## config.mk

```make
export PLATFORM = sky130hd
export DESIGN_NAME = dda_line_rasterizer
export DESIGN_NICKNAME = d
export VERILOG_FILES = /design/src/rtl/dda_pkg.sv /design/src/rtl/dda_line_rasterizer.sv /design/src/rtl/dda_front.sv /design/src/rtl/dda_queue.sv /design/src/rtl/dda_div.sv /design/src/rtl/dda_back.sv
export SDC_FILE = /design/constraint.sdc
export NUM_CORES = 1
export LEC_CHECK = 0
export ABC_AREA = 1
export BUFFER_PORTS_ARGS = -buffer_cell sky130_fd_sc_hd__buf_2
export CAP_MARGIN = 0
export CORE_MARGIN = 3
export CORE_UTILIZATION = 40
export CTS_CLUSTER_SIZE = 14
export DETAILED_ROUTE_END_ITERATION = 10
export PLACE_DENSITY = 0.59
export SLEW_MARGIN = 10
export SYNTH_ARGS = -nofsm -noshare
export SYNTH_HDL_FRONTEND = slang
export SYNTH_HIERARCHICAL = 1
export SYNTH_SLANG_ARGS = --single-unit
```

## constraint.sdc

```tcl
create_clock -name clk_i -period 10.7 [get_ports clk_i]
set_input_delay 0.535 -clock clk_i [delete_from_list [all_inputs] [get_ports clk_i]]
set_output_delay 0.535 -clock clk_i [all_outputs]
set_load 0.02 [all_outputs]
```

## src/rtl/dda_pkg.sv

```systemverilog
// ----------------------------------------------------------------------------
// dda_pkg
// Shared types and constants of the DDA line rasterizer: word formats of the
// input and result queues and the command passed from front to back.
// ----------------------------------------------------------------------------
package dda_pkg;

  // Coordinate width is fixed by the word formats
  localparam int unsigned COORD_BITS    = 10;
  // Default number of fraction bits in increments and accumulators
  localparam int unsigned DEF_FRAC_BITS = 16;
  // Entries in the command queue between front and back
  localparam int unsigned QUEUE_DEPTH   = 2;

  // Function codes of an input word
  localparam logic FUNC_START = 1'b0;
  localparam logic FUNC_STEP  = 1'b1;

  // Input word
  typedef struct packed {
    logic                  func;
    logic [COORD_BITS-1:0] x_start;
    logic [COORD_BITS-1:0] y_start;
    logic [COORD_BITS-1:0] x_end;
    logic [COORD_BITS-1:0] y_end;
  } in_word_t;

  // Result word
  typedef struct packed {
    logic                  valid_res;
    logic [COORD_BITS-1:0] point_x;
    logic [COORD_BITS-1:0] point_y;
    logic                  last;
  } out_word_t;

  // Classified command handed from front to back
  typedef struct packed {
    logic                  is_step;
    logic [COORD_BITS-1:0] xs;
    logic [COORD_BITS-1:0] ys;
    logic [COORD_BITS-1:0] steps;
    logic [COORD_BITS-1:0] mag_x;
    logic [COORD_BITS-1:0] mag_y;
    logic                  neg_x;
    logic                  neg_y;
  } cmd_t;

endpackage

```

## src/rtl/dda_line_rasterizer.sv

```systemverilog
// ----------------------------------------------------------------------------
// dda_line_rasterizer
// DDA line rasterizer, top level.
//
// Input queue: push_i/full_o carry an in_word_t. func = start loads two
// endpoints and returns the first point; func = step returns the next point
// of the line (valid_res = 0 when no line is active). Result queue:
// empty_o/pop_i; every input word gives exactly one result word, in order.
// A front stage classifies words into a two-entry command queue; the back
// stage executes them into a one-word result register.
// A step word passes through the command queue and the result register to
// out_word_o. A start word with distinct endpoints first runs the two
// increment dividers, so its first point waits for both quotients. Step
// words sustain one point per cycle while no division runs and pop_i is high.
// When the receiver holds pop_i low, the result register and then the
// command queue fill, and full_o rises. Reset empties both queues and
// leaves no line active.
// ----------------------------------------------------------------------------
module dda_line_rasterizer #(
  parameter int unsigned FRAC_BITS = dda_pkg::DEF_FRAC_BITS
) (
  input  logic               clk_i,
  input  logic               rst_ni,
  input  logic               push_i,
  output logic               full_o,
  input  dda_pkg::in_word_t  in_word_i,
  output logic               empty_o,
  input  logic               pop_i,
  output dda_pkg::out_word_t out_word_o
);
  import dda_pkg::*;

  cmd_t               front_cmd;
  cmd_t               head_cmd;
  logic               q_push;
  logic               q_full;
  logic               q_valid;
  logic               q_pop;
  logic               div_start;
  logic               div_busy_x;
  logic               div_busy_y;
  logic [FRAC_BITS:0] quo_x;
  logic [FRAC_BITS:0] quo_y;

  assign full_o = q_full;
  assign q_push = push_i && !q_full;

  // classification
  dda_front u_front (
    .in_word_i (in_word_i),
    .cmd_o     (front_cmd)
  );

  // command queue
  dda_queue #(
    .DEPTH (QUEUE_DEPTH)
  ) u_queue (
    .clk_i   (clk_i),
    .rst_ni  (rst_ni),
    .push_i  (q_push),
    .cmd_i   (front_cmd),
    .full_o  (q_full),
    .pop_i   (q_pop),
    .valid_o (q_valid),
    .cmd_o   (head_cmd)
  );

  // increment dividers, x and y
  dda_div #(
    .FRAC_BITS (FRAC_BITS)
  ) u_div_x (
    .clk_i   (clk_i),
    .rst_ni  (rst_ni),
    .start_i (div_start),
    .mag_i   (head_cmd.mag_x),
    .steps_i (head_cmd.steps),
    .busy_o  (div_busy_x),
    .quo_o   (quo_x)
  );

  dda_div #(
    .FRAC_BITS (FRAC_BITS)
  ) u_div_y (
    .clk_i   (clk_i),
    .rst_ni  (rst_ni),
    .start_i (div_start),
    .mag_i   (head_cmd.mag_y),
    .steps_i (head_cmd.steps),
    .busy_o  (div_busy_y),
    .quo_o   (quo_y)
  );

  // execution and result register
  dda_back #(
    .FRAC_BITS (FRAC_BITS)
  ) u_back (
    .clk_i       (clk_i),
    .rst_ni      (rst_ni),
    .cmd_valid_i (q_valid),
    .cmd_i       (head_cmd),
    .cmd_pop_o   (q_pop),
    .div_start_o (div_start),
    .div_busy_i  (div_busy_x || div_busy_y),
    .quo_x_i     (quo_x),
    .quo_y_i     (quo_y),
    .empty_o     (empty_o),
    .pop_i       (pop_i),
    .out_word_o  (out_word_o)
  );

endmodule

```

## src/rtl/dda_front.sv

```systemverilog
// ----------------------------------------------------------------------------
// dda_front
// Classifies an input word: step or start, and for a start the deltas,
// their signs and magnitudes, and the step count max(|dx|, |dy|).
// ----------------------------------------------------------------------------
module dda_front (
  input  dda_pkg::in_word_t in_word_i,
  output dda_pkg::cmd_t     cmd_o
);
  import dda_pkg::*;

  logic [COORD_BITS:0]   dx;
  logic [COORD_BITS:0]   dy;
  logic [COORD_BITS:0]   dx_neg;
  logic [COORD_BITS:0]   dy_neg;
  logic [COORD_BITS-1:0] mag_x;
  logic [COORD_BITS-1:0] mag_y;

  // signed deltas, one extra bit for the sign
  assign dx     = {1'b0, in_word_i.x_end} - {1'b0, in_word_i.x_start};
  assign dy     = {1'b0, in_word_i.y_end} - {1'b0, in_word_i.y_start};
  assign dx_neg = ~dx + 1'b1;
  assign dy_neg = ~dy + 1'b1;

  // magnitudes fit the coordinate width
  assign mag_x = dx[COORD_BITS] ? dx_neg[COORD_BITS-1:0] : dx[COORD_BITS-1:0];
  assign mag_y = dy[COORD_BITS] ? dy_neg[COORD_BITS-1:0] : dy[COORD_BITS-1:0];

  // command assembly
  always_comb begin
    cmd_o.is_step = (in_word_i.func == FUNC_STEP);
    cmd_o.xs      = in_word_i.x_start;
    cmd_o.ys      = in_word_i.y_start;
    cmd_o.mag_x   = mag_x;
    cmd_o.mag_y   = mag_y;
    cmd_o.neg_x   = dx[COORD_BITS];
    cmd_o.neg_y   = dy[COORD_BITS];
    cmd_o.steps   = (mag_x > mag_y) ? mag_x : mag_y;
  end

endmodule

```

## src/rtl/dda_queue.sv

```systemverilog
// ----------------------------------------------------------------------------
// dda_queue
// Short command queue between front and back, first in first out.
// ----------------------------------------------------------------------------
module dda_queue #(
  parameter int unsigned DEPTH = dda_pkg::QUEUE_DEPTH
) (
  input  logic          clk_i,
  input  logic          rst_ni,
  input  logic          push_i,
  input  dda_pkg::cmd_t cmd_i,
  output logic          full_o,
  input  logic          pop_i,
  output logic          valid_o,
  output dda_pkg::cmd_t cmd_o
);
  import dda_pkg::*;

  localparam int unsigned PTR_W = (DEPTH > 1) ? $clog2(DEPTH) : 1;
  localparam int unsigned CNT_W = $clog2(DEPTH + 1);

  cmd_t             mem_q [DEPTH];
  logic [PTR_W-1:0] wr_ptr_q, wr_ptr_d;
  logic [PTR_W-1:0] rd_ptr_q, rd_ptr_d;
  logic [CNT_W-1:0] count_q, count_d;

  assign full_o  = (count_q == CNT_W'(DEPTH));
  assign valid_o = (count_q != '0);
  assign cmd_o   = mem_q[rd_ptr_q];

  // pointer and count update
  always_comb begin
    wr_ptr_d = wr_ptr_q;
    rd_ptr_d = rd_ptr_q;
    count_d  = count_q;
    if (push_i) begin
      wr_ptr_d = (wr_ptr_q == PTR_W'(DEPTH - 1)) ? '0 : wr_ptr_q + 1'b1;
    end
    if (pop_i) begin
      rd_ptr_d = (rd_ptr_q == PTR_W'(DEPTH - 1)) ? '0 : rd_ptr_q + 1'b1;
    end
    if (push_i && !pop_i) begin
      count_d = count_q + 1'b1;
    end else if (pop_i && !push_i) begin
      count_d = count_q - 1'b1;
    end
  end

  always_ff @(posedge clk_i or negedge rst_ni) begin
    if (!rst_ni) begin
      wr_ptr_q <= '0;
      rd_ptr_q <= '0;
      count_q  <= '0;
    end else begin
      wr_ptr_q <= wr_ptr_d;
      rd_ptr_q <= rd_ptr_d;
      count_q  <= count_d;
    end
  end

  // storage
  always_ff @(posedge clk_i) begin
    if (push_i) begin
      mem_q[wr_ptr_q] <= cmd_i;
    end
  end

  // checks
  a_count_bound: assert property (@(posedge clk_i) disable iff (!rst_ni)
    count_q <= CNT_W'(DEPTH))
    else $error("queue count beyond depth");
  a_pop_nonempty: assert property (@(posedge clk_i) disable iff (!rst_ni)
    pop_i |-> count_q != '0)
    else $error("pop from empty queue");
  a_push_notfull: assert property (@(posedge clk_i) disable iff (!rst_ni)
    push_i && !pop_i |=> count_q != '0)
    else $error("push lost");

endmodule

```

## src/rtl/dda_div.sv

```systemverilog
// ----------------------------------------------------------------------------
// dda_div
// Restoring divider, one quotient bit per cycle: (mag << FRAC_BITS) / steps.
// It runs while busy_o is high; the result holds until the next start.
// ----------------------------------------------------------------------------
module dda_div #(
  parameter int unsigned FRAC_BITS = dda_pkg::DEF_FRAC_BITS
) (
  input  logic                           clk_i,
  input  logic                           rst_ni,
  input  logic                           start_i,
  input  logic [dda_pkg::COORD_BITS-1:0] mag_i,
  input  logic [dda_pkg::COORD_BITS-1:0] steps_i,
  output logic                           busy_o,
  output logic [FRAC_BITS:0]             quo_o
);
  import dda_pkg::*;

  localparam int unsigned NB    = COORD_BITS + FRAC_BITS;
  localparam int unsigned CNT_W = $clog2(NB + 1);

  logic                  busy_q;
  logic [CNT_W-1:0]      cnt_q;
  logic [NB-1:0]         num_q;
  logic [NB-1:0]         quo_q;
  logic [COORD_BITS-1:0] rem_q;
  logic [COORD_BITS-1:0] div_q;
  logic [COORD_BITS:0]   trial;
  logic [COORD_BITS:0]   diff;
  logic                  qbit;

  // one trial subtraction per cycle
  assign trial = {rem_q, num_q[NB-1]};
  assign diff  = trial - {1'b0, div_q};
  assign qbit  = (trial >= {1'b0, div_q});

  assign busy_o = busy_q;
  // quotient never exceeds 2^FRAC_BITS since mag <= steps
  assign quo_o  = quo_q[FRAC_BITS:0];

  always_ff @(posedge clk_i or negedge rst_ni) begin
    if (!rst_ni) begin
      busy_q <= 1'b0;
      cnt_q  <= '0;
    end else if (start_i) begin
      busy_q <= 1'b1;
      cnt_q  <= CNT_W'(NB);
    end else if (busy_q) begin
      cnt_q <= cnt_q - 1'b1;
      if (cnt_q == CNT_W'(1)) begin
        busy_q <= 1'b0;
      end
    end
  end

  // datapath
  always_ff @(posedge clk_i) begin
    if (start_i) begin
      num_q <= {mag_i, {FRAC_BITS{1'b0}}};
      rem_q <= '0;
      quo_q <= '0;
      div_q <= steps_i;
    end else if (busy_q) begin
      num_q <= {num_q[NB-2:0], 1'b0};
      rem_q <= qbit ? diff[COORD_BITS-1:0] : trial[COORD_BITS-1:0];
      quo_q <= {quo_q[NB-2:0], qbit};
    end
  end

endmodule

```

## src/rtl/dda_back.sv

```systemverilog
// ----------------------------------------------------------------------------
// dda_back
// Carries out commands: loads a line, runs the two increment divisions,
// steps the accumulators and fills the result register.
// ----------------------------------------------------------------------------
module dda_back #(
  parameter int unsigned FRAC_BITS = dda_pkg::DEF_FRAC_BITS
) (
  input  logic               clk_i,
  input  logic               rst_ni,
  // command queue head
  input  logic               cmd_valid_i,
  input  dda_pkg::cmd_t      cmd_i,
  output logic               cmd_pop_o,
  // dividers
  output logic               div_start_o,
  input  logic               div_busy_i,
  input  logic [FRAC_BITS:0] quo_x_i,
  input  logic [FRAC_BITS:0] quo_y_i,
  // result side
  output logic               empty_o,
  input  logic               pop_i,
  output dda_pkg::out_word_t out_word_o
);
  import dda_pkg::*;

  localparam int unsigned ACC_W = COORD_BITS + FRAC_BITS + 1;
  localparam int unsigned INC_W = FRAC_BITS + 2;
  localparam logic [ACC_W:0] HALF = (ACC_W + 1)'(1) << (FRAC_BITS - 1);

  typedef enum logic {S_RUN, S_DIV} state_e;

  state_e                state_q, state_d;
  logic [ACC_W-1:0]      acc_x_q, acc_x_d;
  logic [ACC_W-1:0]      acc_y_q, acc_y_d;
  logic [INC_W-1:0]      inc_x_q, inc_x_d;
  logic [INC_W-1:0]      inc_y_q, inc_y_d;
  logic [COORD_BITS-1:0] pts_q, pts_d;
  logic [COORD_BITS-1:0] steps_q, steps_d;
  logic                  active_q, active_d;
  logic                  neg_x_q, neg_x_d;
  logic                  neg_y_q, neg_y_d;
  logic                  out_valid_q, out_valid_d;
  out_word_t             out_q, out_d;
  logic                  out_free;
  logic                  emit;
  out_word_t             emit_word;
  logic [INC_W-1:0]      new_inc_x;
  logic [INC_W-1:0]      new_inc_y;

  // floor(acc + 0.5), saturated to the coordinate range
  function automatic logic [COORD_BITS-1:0] round_coord(input logic [ACC_W-1:0] acc);
    logic [ACC_W:0]        v;
    logic [COORD_BITS-1:0] r;
    v = {acc[ACC_W-1], acc} + HALF;
    if (v[ACC_W]) begin
      r = '0;
    end else if (v[FRAC_BITS+COORD_BITS]) begin
      r = '1;
    end else begin
      r = v[FRAC_BITS+COORD_BITS-1:FRAC_BITS];
    end
    return r;
  endfunction

  // sign-extend an increment to accumulator width
  function automatic logic [ACC_W-1:0] ext_inc(input logic [INC_W-1:0] inc);
    return {{(ACC_W - INC_W){inc[INC_W-1]}}, inc};
  endfunction

  // signed increments from the divider magnitudes
  assign new_inc_x = neg_x_q ? (~{1'b0, quo_x_i} + 1'b1) : {1'b0, quo_x_i};
  assign new_inc_y = neg_y_q ? (~{1'b0, quo_y_i} + 1'b1) : {1'b0, quo_y_i};

  assign out_free   = !out_valid_q || pop_i;
  assign empty_o    = !out_valid_q;
  assign out_word_o = out_q;

  // command sequencing
  always_comb begin
    state_d     = state_q;
    acc_x_d     = acc_x_q;
    acc_y_d     = acc_y_q;
    inc_x_d     = inc_x_q;
    inc_y_d     = inc_y_q;
    pts_d       = pts_q;
    steps_d     = steps_q;
    active_d    = active_q;
    neg_x_d     = neg_x_q;
    neg_y_d     = neg_y_q;
    cmd_pop_o   = 1'b0;
    div_start_o = 1'b0;
    emit        = 1'b0;
    emit_word   = '0;

    unique case (state_q)
      S_RUN: begin
        if (cmd_valid_i && out_free) begin
          cmd_pop_o = 1'b1;
          if (cmd_i.is_step) begin
            emit = 1'b1;
            if (active_q) begin
              emit_word.valid_res = 1'b1;
              emit_word.point_x   = round_coord(acc_x_q);
              emit_word.point_y   = round_coord(acc_y_q);
              emit_word.last      = (pts_q == COORD_BITS'(1));
              pts_d   = pts_q - 1'b1;
              acc_x_d = acc_x_q + ext_inc(inc_x_q);
              acc_y_d = acc_y_q + ext_inc(inc_y_q);
              if (pts_q == COORD_BITS'(1)) begin
                active_d = 1'b0;
              end
            end
          end else begin
            acc_x_d  = {1'b0, cmd_i.xs, {FRAC_BITS{1'b0}}};
            acc_y_d  = {1'b0, cmd_i.ys, {FRAC_BITS{1'b0}}};
            active_d = 1'b0;
            if (cmd_i.steps == '0) begin
              // equal endpoints: a single point, no division
              inc_x_d = '0;
              inc_y_d = '0;
              pts_d   = '0;
              emit    = 1'b1;
              emit_word.valid_res = 1'b1;
              emit_word.point_x   = cmd_i.xs;
              emit_word.point_y   = cmd_i.ys;
              emit_word.last      = 1'b1;
            end else begin
              div_start_o = 1'b1;
              neg_x_d     = cmd_i.neg_x;
              neg_y_d     = cmd_i.neg_y;
              steps_d     = cmd_i.steps;
              state_d     = S_DIV;
            end
          end
        end
      end
      S_DIV: begin
        // increments ready: emit the first point and start stepping
        if (!div_busy_i && out_free) begin
          emit = 1'b1;
          emit_word.valid_res = 1'b1;
          emit_word.point_x   = round_coord(acc_x_q);
          emit_word.point_y   = round_coord(acc_y_q);
          emit_word.last      = 1'b0;
          inc_x_d  = new_inc_x;
          inc_y_d  = new_inc_y;
          acc_x_d  = acc_x_q + ext_inc(new_inc_x);
          acc_y_d  = acc_y_q + ext_inc(new_inc_y);
          pts_d    = steps_q;
          active_d = 1'b1;
          state_d  = S_RUN;
        end
      end
      default: state_d = S_RUN;
    endcase

    // result register
    out_valid_d = out_valid_q;
    out_d       = out_q;
    if (emit) begin
      out_valid_d = 1'b1;
      out_d       = emit_word;
    end else if (pop_i) begin
      out_valid_d = 1'b0;
    end
  end

  always_ff @(posedge clk_i or negedge rst_ni) begin
    if (!rst_ni) begin
      state_q     <= S_RUN;
      acc_x_q     <= '0;
      acc_y_q     <= '0;
      inc_x_q     <= '0;
      inc_y_q     <= '0;
      pts_q       <= '0;
      steps_q     <= '0;
      active_q    <= 1'b0;
      neg_x_q     <= 1'b0;
      neg_y_q     <= 1'b0;
      out_valid_q <= 1'b0;
      out_q       <= '0;
    end else begin
      state_q     <= state_d;
      acc_x_q     <= acc_x_d;
      acc_y_q     <= acc_y_d;
      inc_x_q     <= inc_x_d;
      inc_y_q     <= inc_y_d;
      pts_q       <= pts_d;
      steps_q     <= steps_d;
      active_q    <= active_d;
      neg_x_q     <= neg_x_d;
      neg_y_q     <= neg_y_d;
      out_valid_q <= out_valid_d;
      out_q       <= out_d;
    end
  end

  // checks
  a_active_pts: assert property (@(posedge clk_i) disable iff (!rst_ni)
    active_q |-> pts_q != '0)
    else $error("active line with no points left");
  a_div_no_pop: assert property (@(posedge clk_i) disable iff (!rst_ni)
    state_q == S_DIV |-> !cmd_pop_o)
    else $error("command popped during division");
  a_last_ends: assert property (@(posedge clk_i) disable iff (!rst_ni)
    emit && emit_word.last |=> !active_q)
    else $error("line still active after last point");

endmodule

```

# == Yosys cells after proc, flatten, opt, wreduce, memory -nomap -nowiden ==
# Memory sizes are Yosys's and may differ from the RTL's.
# Index checks and enable logic that the tools add are counted.
# word_totals
inputBits,45
memories,1
regBits,237
ram_bits,106
rom_bits,0
latch_bits,0
out_inout_bits,24
elab_cells,175
# mem_list
memory,depth,word_bits,rd,rd_clocked_by_memory_dff,write_ports,line_no,text
u_queue.mem_q,2,53,1,0,1,dda_queue.sv:22,cmd_t mem_q [DEPTH];
# classes
mux,81
bitwise,7
n_shift,0
n_lt_le_gt_ge,3
div,0
reduce_logical,23
n_addsub,21
n_mul,0
n_eq_ne,10
# op_table
op,count
two-way mux 27 bit,8
two-way mux 10 bit,14
two-way mux 18 bit,7
two-way mux 22 bit,5
adder 27 bit,4
one-hot mux 27 bit (2 select lines),2
two-way mux 26 bit,4
one-hot mux 18 bit (2 select lines),2
adder 27 x 17 -> 28 bit (second input constant),2
one-hot mux 22 bit (2 select lines),1
adder 18 x 1 -> 18 bit (second input constant),2
inverter 17 -> 18 bit,2
two-way mux 1 bit,28
>= comparator 11 x 10 -> 1 bit,2
subtractor 10 x 10 -> 11 bit,2
adder 10 x 1 -> 10 bit (second input constant),2
two-way mux 5 bit,4
inverter 10 bit,2
one-hot mux 10 bit (2 select lines),1
subtractor 10 bit,2
AND reduction 4 bit,3
== test 10 x 1 -> 1 bit (second input constant),1
== test 5 x 1 -> 1 bit (second input constant),2
> comparator 10 bit,1
19 further kinds,42

# == Longest topological paths before layout ==
# depth
depth_word,8
ltp_mapped,25

# == Modules after synthesis ==
# The synthesis kept the hierarchy.
# by_module_without_submodules
mod,cells_per_inst,area_per_inst_um2,instances,seq_area_each_um2
dda_back,2522,15000.6,1,3428.3
dda_div,315,2618.8,2,1291.2
dda_queue,190,4281.6,1,3283.1
dda_front,421,2233.4,1,0.0
dda_line_rasterizer,5,21.3,1,0.0

# == Worst setup path after synthesis ==
# Ideal clock, no wire load.
# synth_timing
kind,register to register
startpoint,register u_queue.count_q[1]
endpoint,"memory u_queue/mem_q[0][0] (netlist bit), enable pin"
required_ns,10.236
arrival_time_ns,3.032
path_stages_with_launch,6
setup_time_ns,0.464
setup_slack_ns,7.203
cell_sequence,dfrtp_1 inv_1 nor2_1 nor2_2 inv_1 nor2_1
# synth_via
elab_chain_cells,5
# synth_lines
item,line_no,text
start: declaration,dda_queue.sv:25,"logic [CNT_W-1:0] count_q, count_d;"
start signal: assignment,dda_queue.sv:57,count_q <= count_d;
== test 2 bit,dda_queue.sv:27,assign full_o = (count_q == CNT_W'(DEPTH));
named net full_o,dda_line_rasterizer.sv:25,"output logic full_o,"
logical NOT 1 bit,dda_line_rasterizer.sv:46,assign q_push = push_i && !q_full;
logical AND 1 bit,dda_line_rasterizer.sv:46,
named net q_push,dda_line_rasterizer.sv:35,logic q_push;
two-way mux 1 bit,dda_queue.sv:63,if (push_i) begin
two-way mux 1 bit (not written as such),dda_queue.sv:64,mem_q[wr_ptr_q] <= cmd_i;
end: declaration,dda_queue.sv:22,
# The timed path passes the listed nets, and every way through them passes these cells.

==> results.yml <==
synthesis:
  syn_inst: 3768
  ys_warn_count: 6
  ys_types: 61
  synthArstFlopShare: 0.433
  syn-cell-area_um2: 26800
  synth_edf_count: 146
  synth_seq_area_share: 0.347
  ys.flop_type: "dfrtp_1"
  syn_area_per_cell_um2: 7.11
  synth_nets: 3988
  ys_ff_latch: 353
cells_and_area:
  mostFrequentLayoutCell: "nand2_1"
  areaGrowthSynthToFinish_pct: 8.63
  layout_common_cells: "nand2_1 (1231), inv_1 (626), nand3_1 (293)"
  fin_nets: 4019
  antenna_cells: 0
  drive_above_1_share: 0.0747
sta:
  min_period_ns: 5.01
  fin_tns_setup_ns: 0
  final.period_utilization: 0.468
  hold_violations: 0
  clock.fmax_ghz: 0.200
  skew_ns: 0.0130
  maxSlewViolCount: 0
  worst_pin_slew_ns: 1.07
  max_slew_margin: 0.288
  setup_viol: 0
  rsz0062_at_grt: "false"
route:
  via_per_inst: 5.07
  drc: 0
  drtAntennaViolNets: 0
  met3_length_um: 3390
  dr_wl_met2_um: 35400
  drtIter0Drc: 1852
  highest_layer: "met4"
  drt_wl_total_um: 77100
  vias: 23809
  drt_pass1_iterations: 5
  post_drt_wl_per_cell_um: 16.4
  wl_met1_um: 36100
setup_path:
  crit_path_end_kind: "flip-flop"
  path_class: "flip-flop to flip-flop"
  r2r_cells: 12
  start_kind: "flip-flop"
  r2r_slack_ns: 5.69
  cpMaxStageDelayCell: "nor2_2"
  cp_slowest_stage_delay_ns: 0.79
  rr_endpoint: "u_div_x/quo_q[5]$_SDFFE_PP0P_"
  crit_fanout: 56
  cp_cell_sequence: "buf_4, mux2_4, nor2_1, nand3_1, nor2_2, nor2_1, inv_2, nor2_4, buf_4, nor2_2, inv_1, o22ai_1"
  cp.arrival_ns: 5.49
  r2r-start: "u_queue/rd_ptr_q$_DFFE_PN0P_"
  required_ns: 11.19
clock_tree:
  cts_root_buf: "clkbuf_16"
  clk_latency_ns: 0.59
  cts_setup_buffers: 0
  clockBufferDepth: 3
  cts.sinks: 353
  htree_num_levels: 2
  clkTransAtPathRegs_ns: 0.06
  ctsHoldBuffers: 0
  cts_tree: "yes"
  cts_made_buffers: 41
  cts.repair.resized: 0
place:
  port_buffers: 68
  place_congestion: 0.926
  hpwl_um: 59400
floorplan:
  num_rows: 94
  fp.dieH_um: 265
  die_area_um2: 70100
  initial_core_util: 0.406
  io-pin-count: 69
  core_area_um2: 66000
  die_x_um: 265
outcome:
  status: "completed"
global_routing:
  first_global_vias: 22403
  grt_pass1_wl_um: 123000
  gr-total-overflow: 0
  grt_max_degree: 88
  grt.total_usage: 0.218
  antenna_found_initial: 0
min_path:
  hold_class: "primary input to asynchronous set/reset pin"
job:
  maxCapViolations: 0
==> through the flow <==
| step | hold slack (ns) | instance area, um^2 | setup slack, ns | std cells | util |
|---|---|---|---|---|---|
| global route | 0.128 | 29100 | 5.21 | 4695 | 0.441 |
| CTS | 0.0727 | 29100 | 5.64 | 4695 | 0.441 |
| floorplan | 0.239 | 26800 | 7.20 | 3768 | - |
| global placement | 0.455 | 27700 | 5.77 | 4620 | 0.420 |
| detailed placement | 0.461 | 27700 | 5.68 | 4620 | 0.420 |
| finish | 0.0596 | 29100 | 5.69 | 4695 | 0.441 |
==> synthesized netlist by cell type, drive strengths merged, types with 54 or more instances <==
| master | number | share of area |
|---|---|---|
| inv | 644 | 0.090 |
| nor2 | 243 | 0.036 |
| ha | 167 | 0.078 |
| buf | 69 | 0.019 |
| o21ai | 145 | 0.028 |
| nand2 | 1249 | 0.18 |
| nand3 | 299 | 0.058 |
| nand4 | 63 | 0.015 |
| dfxtp | 54 | 0.040 |
| xor2 | 59 | 0.020 |
| a21oi | 159 | 0.032 |
| edfxtp | 146 | 0.16 |
| dfrtp | 153 | 0.14 |
==> registers in the layout, summed over array words and instances, names as in the netlist, 10 cells and up <==
signal,cells
u_back/inc_x_q,18
u_back/pts_q,10
u_queue/mem_q,106
u_back/acc_y_q,27
u_div_y/num_q,10
u_div_y/quo_q,17
u_div_x/quo_q,17
u_back/acc_x_q,27
u_back/inc_y_q,18
u_div_y/div_q,10
u_div_x/div_q,10
u_div_x/num_q,10
u_div_y/rem_q,10
u_div_x/rem_q,10
u_back/steps_q,10
u_back/out_word_o,22
==> cell families (layout without fill, tap and decap cells) <==
family	count (synthesis)	after routing	share of synthesized area
XOR/XNOR	79	79	0.0261
adder cells (fa/ha/maj)	175	175	0.0840
AO/OA/AOI/OAI	432	432	0.0942
multiplexers	53	53	0.0292
AND/OR/NAND/NOR	1936	1936	0.306
flip-flops	353	353	0.347
buffers and inverters	740	803	0.114
==> worst max path at each step <==
stage	end	start
6_report	u_div_x/quo_q[5]$_SDFFE_PP0P_	u_queue/rd_ptr_q$_DFFE_PN0P_
5_1_grt	u_div_x/quo_q[11]$_SDFFE_PP0P_	u_queue/rd_ptr_q$_DFFE_PN0P_
4_1_cts	u_div_x/quo_q[5]$_SDFFE_PP0P_	u_queue/rd_ptr_q$_DFFE_PN0P_
3_5_place_dp	u_div_x/quo_q[5]$_SDFFE_PP0P_	u_queue/rd_ptr_q$_DFFE_PN0P_
3_3_place_gp	u_div_x/num_q[22]$_DFFE_PP_	u_queue/rd_ptr_q$_DFFE_PN0P_
2_1_floorplan	u_queue/mem_q[0][0]$_DFFE_PP_	u_queue/count_q[1]$_DFFE_PN0P_
==> area by class of cell <==
cell class / count / area (um^2)
fillers: 6774 / 36900
well taps: 864 / 1080
repair buffers: 81 / 444
multi-input cells: 2675 / 14500
inverters: 647 / 2430
clock inverters: 22 / 231
clock buffers: 53 / 1140
flip-flops and latches: 353 / 9300
==> worst max-delay path: cells and delay by family, from the launching register on <==
kind | cells | cell delay [ns]
AO/OA/AOI/OAI | 1 | 0.37
multiplexers | 1 | 0.39
flip-flops | 1 | 0.70
AND/OR/NAND/NOR | 6 | 1.72
buffers and inverters | 4 | 1.66
==> routing by layer <==
layer | GRT usage | vias up
li1 | - | 12196
met1 | 0.302 | 10964
met2 | 0.365 | 528
met3 | 0.0205 | 121
met4 | 0.0648 | 0
met5 | 0 | -
Power is not shown: default switching activity piles up to over one toggle a cycle in this logic, so the estimate is an artifact.
